===== src/hdl/bcdcal_pkg.sv =====
// ----------------------------------------------------------------------------
// bcdcal_pkg: shared types and helpers for the BCD calendar rollover
// Payload structs, calendar constants and BCD decode / encode / month length.
// ----------------------------------------------------------------------------
package bcdcal_pkg;

    typedef struct packed {
        logic [7:0] hour_code;
        logic [7:0] weekday_code;
        logic [7:0] day_code;
        logic [7:0] month_code;
        logic [7:0] year_code;
    } bcdcal_in_t;

    typedef struct packed {
        logic [7:0] hour_out;
        logic [7:0] weekday_out;
        logic [7:0] day_out;
        logic [7:0] month_out;
        logic [7:0] year_out;
        logic       rolled_over;
    } bcdcal_out_t;

    localparam logic [7:0] HOUR_MAX      = 8'd23;
    localparam logic [7:0] WDAY_MAX      = 8'd7;
    localparam logic [7:0] MONTH_MAX     = 8'd12;
    localparam logic [7:0] YEAR_MAX      = 8'd99;
    // 2100 is the only non-leap century year reachable from 2000 + 0..165
    localparam logic [7:0] YEAR_NONLEAP  = 8'd100;
    localparam logic [4:0] FEB_LEAP_DAYS = 5'd29;
    localparam logic [4:0] LONG_MONTH    = 5'd31;

    localparam logic [4:0] MONTH_LEN [12] = '{
        5'd31, 5'd28, 5'd31, 5'd30, 5'd31, 5'd30,
        5'd31, 5'd31, 5'd30, 5'd31, 5'd30, 5'd31
    };

    // low nibble + 10 * high nibble, 0..165
    function automatic logic [7:0] bcd_decode(input logic [7:0] b);
        logic [7:0] hi;
        hi = {4'd0, b[7:4]};
        return {4'd0, b[3:0]} + (hi << 3) + (hi << 1);
    endfunction

    // tens via reciprocal multiply (exact below 1029), tens digit wraps to 4 bits
    function automatic logic [7:0] bcd_encode(input logic [7:0] v);
        logic [15:0] prod;
        logic [4:0]  tens;
        logic [7:0]  ones;
        prod = 16'(v) * 16'd205;
        tens = prod[15:11];
        ones = v - ({3'd0, tens} << 3) - ({3'd0, tens} << 1);
        return {tens[3:0], ones[3:0]};
    endfunction

    function automatic logic [4:0] days_in(input logic [7:0] month,
                                           input logic [7:0] year);
        logic       leap;
        logic [3:0] idx;
        leap = (year[1:0] == 2'b00) && (year != YEAR_NONLEAP);
        idx  = 4'(month - 8'd1);
        if (!(month inside {[8'd1:MONTH_MAX]})) begin
            return LONG_MONTH;
        end else if (month == 8'd2 && leap) begin
            return FEB_LEAP_DAYS;
        end else begin
            return MONTH_LEN[idx];
        end
    endfunction

endpackage


===== src/hdl/bcdcal_advance.sv =====
// ----------------------------------------------------------------------------
// bcdcal_advance: combinational hour check and date advance
// Decodes the snapshot, advances weekday/day/month/year on hour overflow.
// ----------------------------------------------------------------------------
module bcdcal_advance
    import bcdcal_pkg::*;
(
    input  bcdcal_in_t  snap,
    output bcdcal_out_t result
);

    logic [7:0] hour, wday, day, month, year;
    logic [7:0] wday_inc, day_inc, month_inc, year_inc;
    logic [7:0] wday_new, day_new, month_new, year_new;
    logic [4:0] limit;
    logic       roll, day_ovf, month_ovf;

    always_comb begin
        hour  = bcd_decode(snap.hour_code);
        wday  = bcd_decode(snap.weekday_code);
        day   = bcd_decode(snap.day_code);
        month = bcd_decode(snap.month_code);
        year  = bcd_decode(snap.year_code);
        roll  = hour > HOUR_MAX;
        limit = days_in(month, year);

        wday_inc = wday + 8'd1;
        wday_new = (wday_inc > WDAY_MAX) ? 8'd1 : wday_inc;

        day_inc = day + 8'd1;
        day_ovf = day_inc > {3'd0, limit};
        day_new = day_ovf ? 8'd1 : day_inc;

        month_inc = month + 8'd1;
        month_ovf = day_ovf && (month_inc > MONTH_MAX);
        if (!day_ovf) begin
            month_new = month;
        end else if (month_ovf) begin
            month_new = 8'd1;
        end else begin
            month_new = month_inc;
        end

        year_inc = year + 8'd1;
        if (!month_ovf) begin
            year_new = year;
        end else if (year >= YEAR_MAX) begin
            year_new = 8'd0;
        end else begin
            year_new = year_inc;
        end

        if (roll) begin
            result.hour_out    = 8'd0;
            result.weekday_out = bcd_encode(wday_new);
            result.day_out     = bcd_encode(day_new);
            result.month_out   = bcd_encode(month_new);
            result.year_out    = bcd_encode(year_new);
            result.rolled_over = 1'b1;
        end else begin
            result.hour_out    = snap.hour_code;
            result.weekday_out = snap.weekday_code;
            result.day_out     = snap.day_code;
            result.month_out   = snap.month_code;
            result.year_out    = snap.year_code;
            result.rolled_over = 1'b0;
        end
    end

endmodule


===== src/hdl/bcd_calendar_day_rollover.sv =====
// ----------------------------------------------------------------------------
// bcd_calendar_day_rollover: BCD calendar snapshot rollover correction
// Checks an RTC hour byte for overflow and advances the calendar date.
// ----------------------------------------------------------------------------
// Usage:
//   s_ channel: one calendar snapshot (hour, weekday, day, month, year bytes,
//   all BCD) per transfer on s_valid/s_ready, packed in s_data.
//   m_ channel: one corrected snapshot per input transfer on m_valid/m_ready,
//   with rolled_over set when the hour was above 23 and the date advanced.
//   Path: each input transfer is captured in the input register, then in the
//   result register, which drives m_valid. Throughput: one transfer per cycle
//   while the receiver keeps m_ready high; the date logic between the two
//   registers is a single short pass (BCD decode, month length lookup,
//   increments and a reciprocal-multiply re-encode).
//   Reset (aresetn low, synchronous) empties both stages; no results pending.
//   Stall: while m_ready is low the result register holds. The input stage
//   still takes one more transfer if it is empty, then s_ready drops until
//   the receiver takes the waiting result.
// ----------------------------------------------------------------------------
module bcd_calendar_day_rollover
    import bcdcal_pkg::*;
(
    input  logic        aclk,
    input  logic        aresetn,
    input  logic        s_valid,
    output logic        s_ready,
    input  bcdcal_in_t  s_data,
    output logic        m_valid,
    input  logic        m_ready,
    output bcdcal_out_t m_data
);

    logic        in_valid_reg;
    bcdcal_in_t  in_data_reg;
    logic        out_valid_reg;
    bcdcal_out_t out_data_reg;
    bcdcal_out_t result_next;
    logic        advance;

    // result stage can load when empty or its content leaves this cycle
    assign advance = !out_valid_reg || m_ready;
    // input stage can load when empty or its content moves on
    assign s_ready = !in_valid_reg || advance;

    bcdcal_advance u_advance (
        .snap   (in_data_reg),
        .result (result_next)
    );

    always_ff @(posedge aclk) begin
        if (!aresetn) begin
            in_valid_reg  <= 1'b0;
            out_valid_reg <= 1'b0;
        end else begin
            if (s_ready) begin
                in_valid_reg <= s_valid;
            end
            if (advance) begin
                out_valid_reg <= in_valid_reg;
            end
        end
    end

    // payload registers, no reset
    always_ff @(posedge aclk) begin
        if (s_valid && s_ready) begin
            in_data_reg <= s_data;
        end
        if (advance && in_valid_reg) begin
            out_data_reg <= result_next;
        end
    end

    assign m_valid = out_valid_reg;
    assign m_data  = out_data_reg;

endmodule


===== config.mk =====
export PLATFORM = sky130hd
export DESIGN_NAME = bcd_calendar_day_rollover
export DESIGN_NICKNAME = d
export VERILOG_FILES = /design/src/hdl/bcdcal_pkg.sv /design/src/hdl/bcdcal_advance.sv /design/src/hdl/bcd_calendar_day_rollover.sv
export SDC_FILE = /design/constraint.sdc
export NUM_CORES = 1
export LEC_CHECK = 0
export BUFFER_PORTS_ARGS = -buffer_cell sky130_fd_sc_hd__buf_2
export CAP_MARGIN = 10
export CORE_AREA = 2 2 125 127
export DETAILED_ROUTE_END_ITERATION = 8
export DIE_AREA = 0 0 127 129
export PLACE_DENSITY = 0.78
export SLEW_MARGIN = 15
export SYNTH_ARGS = -nofsm -noshare
export SYNTH_HDL_FRONTEND = slang
export SYNTH_SLANG_ARGS = --single-unit

===== constraint.sdc =====
create_clock -name aclk -period 9.8 [get_ports aclk]
set_input_delay 1.47 -clock aclk [delete_from_list [all_inputs] [get_ports aclk]]
set_output_delay 1.47 -clock aclk [all_outputs]
set_load 0.03 [all_outputs]

==> flow_summary.ini <==
[run_status]
outcome = finished, final reports clean

[logic_synthesis]
async_reset_ff_share_pct = 0
synthCells = 887
synth_edf_count = 81
yosysWarnings = 0
seq_area_frac_synth_pct = 27.2
avgSynthCellArea_um2 = 10.3
synthFlopType = edfxtp_1
netlist_area_um2 = 9100
yosys_register_bits = 83
synthDistinctLibCells = 67

[setup_path]
startpoint_type = register
critPathKind = reg -> reg
required_ps = 9900
critPathMaxStageDelay_ps = 550
worst_path_most_repeated_cell = fa_1
path_buf_inv = 2
cp.arrival_ps = 9380
critical_path.top_delay_family = adder cells
end_kind = register
cp_max_fo = 10
critPathSlowestCell = fa_1

[power_and_ir_drop]
ir_worst_vdd_v = 0.000139
power_density_nw_per_um2 = 235
leakage_nw = 5.19
power_mw = 2.39

[min_path]
hold_path_class = reg -> reg

[clock_network]
clockBufferDepth = 2
cts_tree = built
cts_made_buffers = 9
clk_latency_ps = 360
cts.htree.levels = 3
cts_hold_buf = 0
cts_sinks = 83
cts_root_buf = clkbuf_16
cts.clk_slew.worst_paths_ps = 70

[sta]
clock_skew_ps = 11.4
slew_viol_final = 0
max_slew_margin_pct = 33.0
tns_ps = 0
tightestPinTransition_ps = 1010
hold_viol = 0
period_needed_ps = 9280
fin_crit_sh_pct = 94.7
setup_viol = 0
rsz0062_at_grt = no
max_freq_mhz = 108

[routing]
route.detailed.drc = 0
vias = 6546
first_pass_iters = 5
avgRoutedWirePerCell_um = 15.3
viasPerCell = 5.47
drtAntennaViolNets = 0
wirelength_mm = 18.3
drtIter0Drc = 261

[cells_and_area]
largest_reg_flops = 41
utilization_pct = 67.9
mostFrequentLayoutCell = ha_1
design_area_um2 = 10200
fill_cells = 1201
final_net_count = 1312
mostFrequentLayoutCells = 212 x ha_1, 149 x inv_1, 86 x buf_2
drive_gt1_share_pct = 13.2
syn2layout_area_growth_pct = 11.8
stdcell_count = 1196

[die]
initial_utilization_pct = 60.8
core_um2 = 15000
die-area_um2 = 16400
ios = 87
fp-row-count = 45
die_width_um = 127
die_h_um = 129

[place]
dpl.cell_count = 1178
hpwl_mm = 14.8
place.gp.congestion = 0.874
io_buffers = 86
dpl_cell_area_um2 = 9850

[global_routing]
grt_pass1_wl_mm = 30.6
overflow = 0
grt_util_all_layers_pct = 23.8
first_global_vias = 6701
grt_max_degree = 42
antenna_found_initial = 1

[job]
max_cap_viol_count = 0
per-stage QoR:
step,worst slack (ps),hold WS [ps]
3_5_place_dp,312,512
4_1_cts,301,529
6_report,519,524
5_1_grt,36.1,535
3_3_place_gp,667,502
2_1_floorplan,1030,477
cell type report:
cell class | count | area, µm² | share of cell area, %
Timing Repair Buffer | 91 | 468 | 4.60
Clock buffer | 9 | 225 | 2.21
Multi-Input combinational cell | 668 | 6150 | 60.4
Sequential cell | 83 | 2470 | 24.3
Clock inverter | 7 | 62.6 | 0.615
Antenna cell | 1 | 2.50 | 0.0246
Inverter | 149 | 559 | 5.50
Tap cell | 188 | 235 | 2.31
worst paths after layout:
kind	from	to	slack, ps	cells past startpoint
worst min register to register	in_data_reg[32]$_DFFE_PP_	m_data[33]$_SDFFCE_PP0P_	520	1
worst max register to register	in_data_reg[3]$_DFFE_PP_	m_data[4]$_DFFE_PP_	520	36
worst min-delay path	in_data_reg[32]$_DFFE_PP_	m_data[33]$_SDFFCE_PP0P_	520	1
worst max-delay path	in_data_reg[3]$_DFFE_PP_	m_data[4]$_DFFE_PP_	520	36
report_power, final:
| part | internal (mW) | total, mW | switching [mW] |
|---|---|---|---|
| Clock | 0.176 | 0.333 | 0.157 |
| Combinational | 0.654 | 1.55 | 0.894 |
| Sequential | 0.491 | 0.510 | 0.0196 |
repair_timing:
action,4_1_cts,5_1_grt
endpoints found under the setup margin,0,2
gates resized for setup,0,10
buffers inserted,0,1
hold endpoints to repair,0,0
synthesized netlist by cell type (all sizes together), types with 2 or more instances:
cell type,instances,area [µm²]
a211oi,2,15.0
a21o,7,52.6
a21oi,45,233
a31oi,5,31.3
a32oi,2,17.5
and2,14,87.6
and3,6,37.5
buf,4,26.3
clkbuf,10,37.5
conb,2,7.51
dfxtp,2,40.0
edfxtp,81,2430
fa,54,1080
ha,212,2650
inv,149,559
mux2,3,37.5
mux2i,3,33.8
nand2,57,214
nand2b,5,31.3
nand3,14,70.1
nand3b,3,22.5
nand4,9,56.3
nor2,49,184
nor2b,11,68.8
nor3,16,95.1
nor4,3,18.8
o211ai,4,30.0
o21a,3,22.5
o21ai,24,131
o21bai,2,15.0
o22ai,3,18.8
o31ai,5,37.5
or3,7,53.8
or4b,2,20.0
xnor2,30,263
xor2,17,149
worst reg2reg max path: cells and delay by family (launching register included):
kind	cells	cell delay (ps)
XOR/XNOR	2	360
adder cells (fa/ha/maj)	9	3750
flip-flops	1	420
buffers and inverters	2	90
AO/OA/AOI/OAI	13	2730
AND/OR/NAND/NOR	10	1700
cells by family (layout without fill, tap and decap cells):
logic type,Yosys count,count (layout),synth area share (%)
DFF,83,83,27.2
AOI/OAI and AO/OA,117,117,8.21
xor gates and xnor gates,48,48,4.77
muxes,6,6,0.784
other,2,30,0.0825
adders and majority gates,266,266,41.0
buffers and inverters,163,256,6.85
and+or+nand+nor,202,202,11.1
layer usage:
layer	GRT usage (%)	up-vias	routed length [µm]
met5	0	-	0
met4	8.60	0	471
met3	4.70	33	805
met2	41.3	146	9020
met1	29.7	3105	7990
li1	-	3262	-
Power figures use the tool's default switching activity.
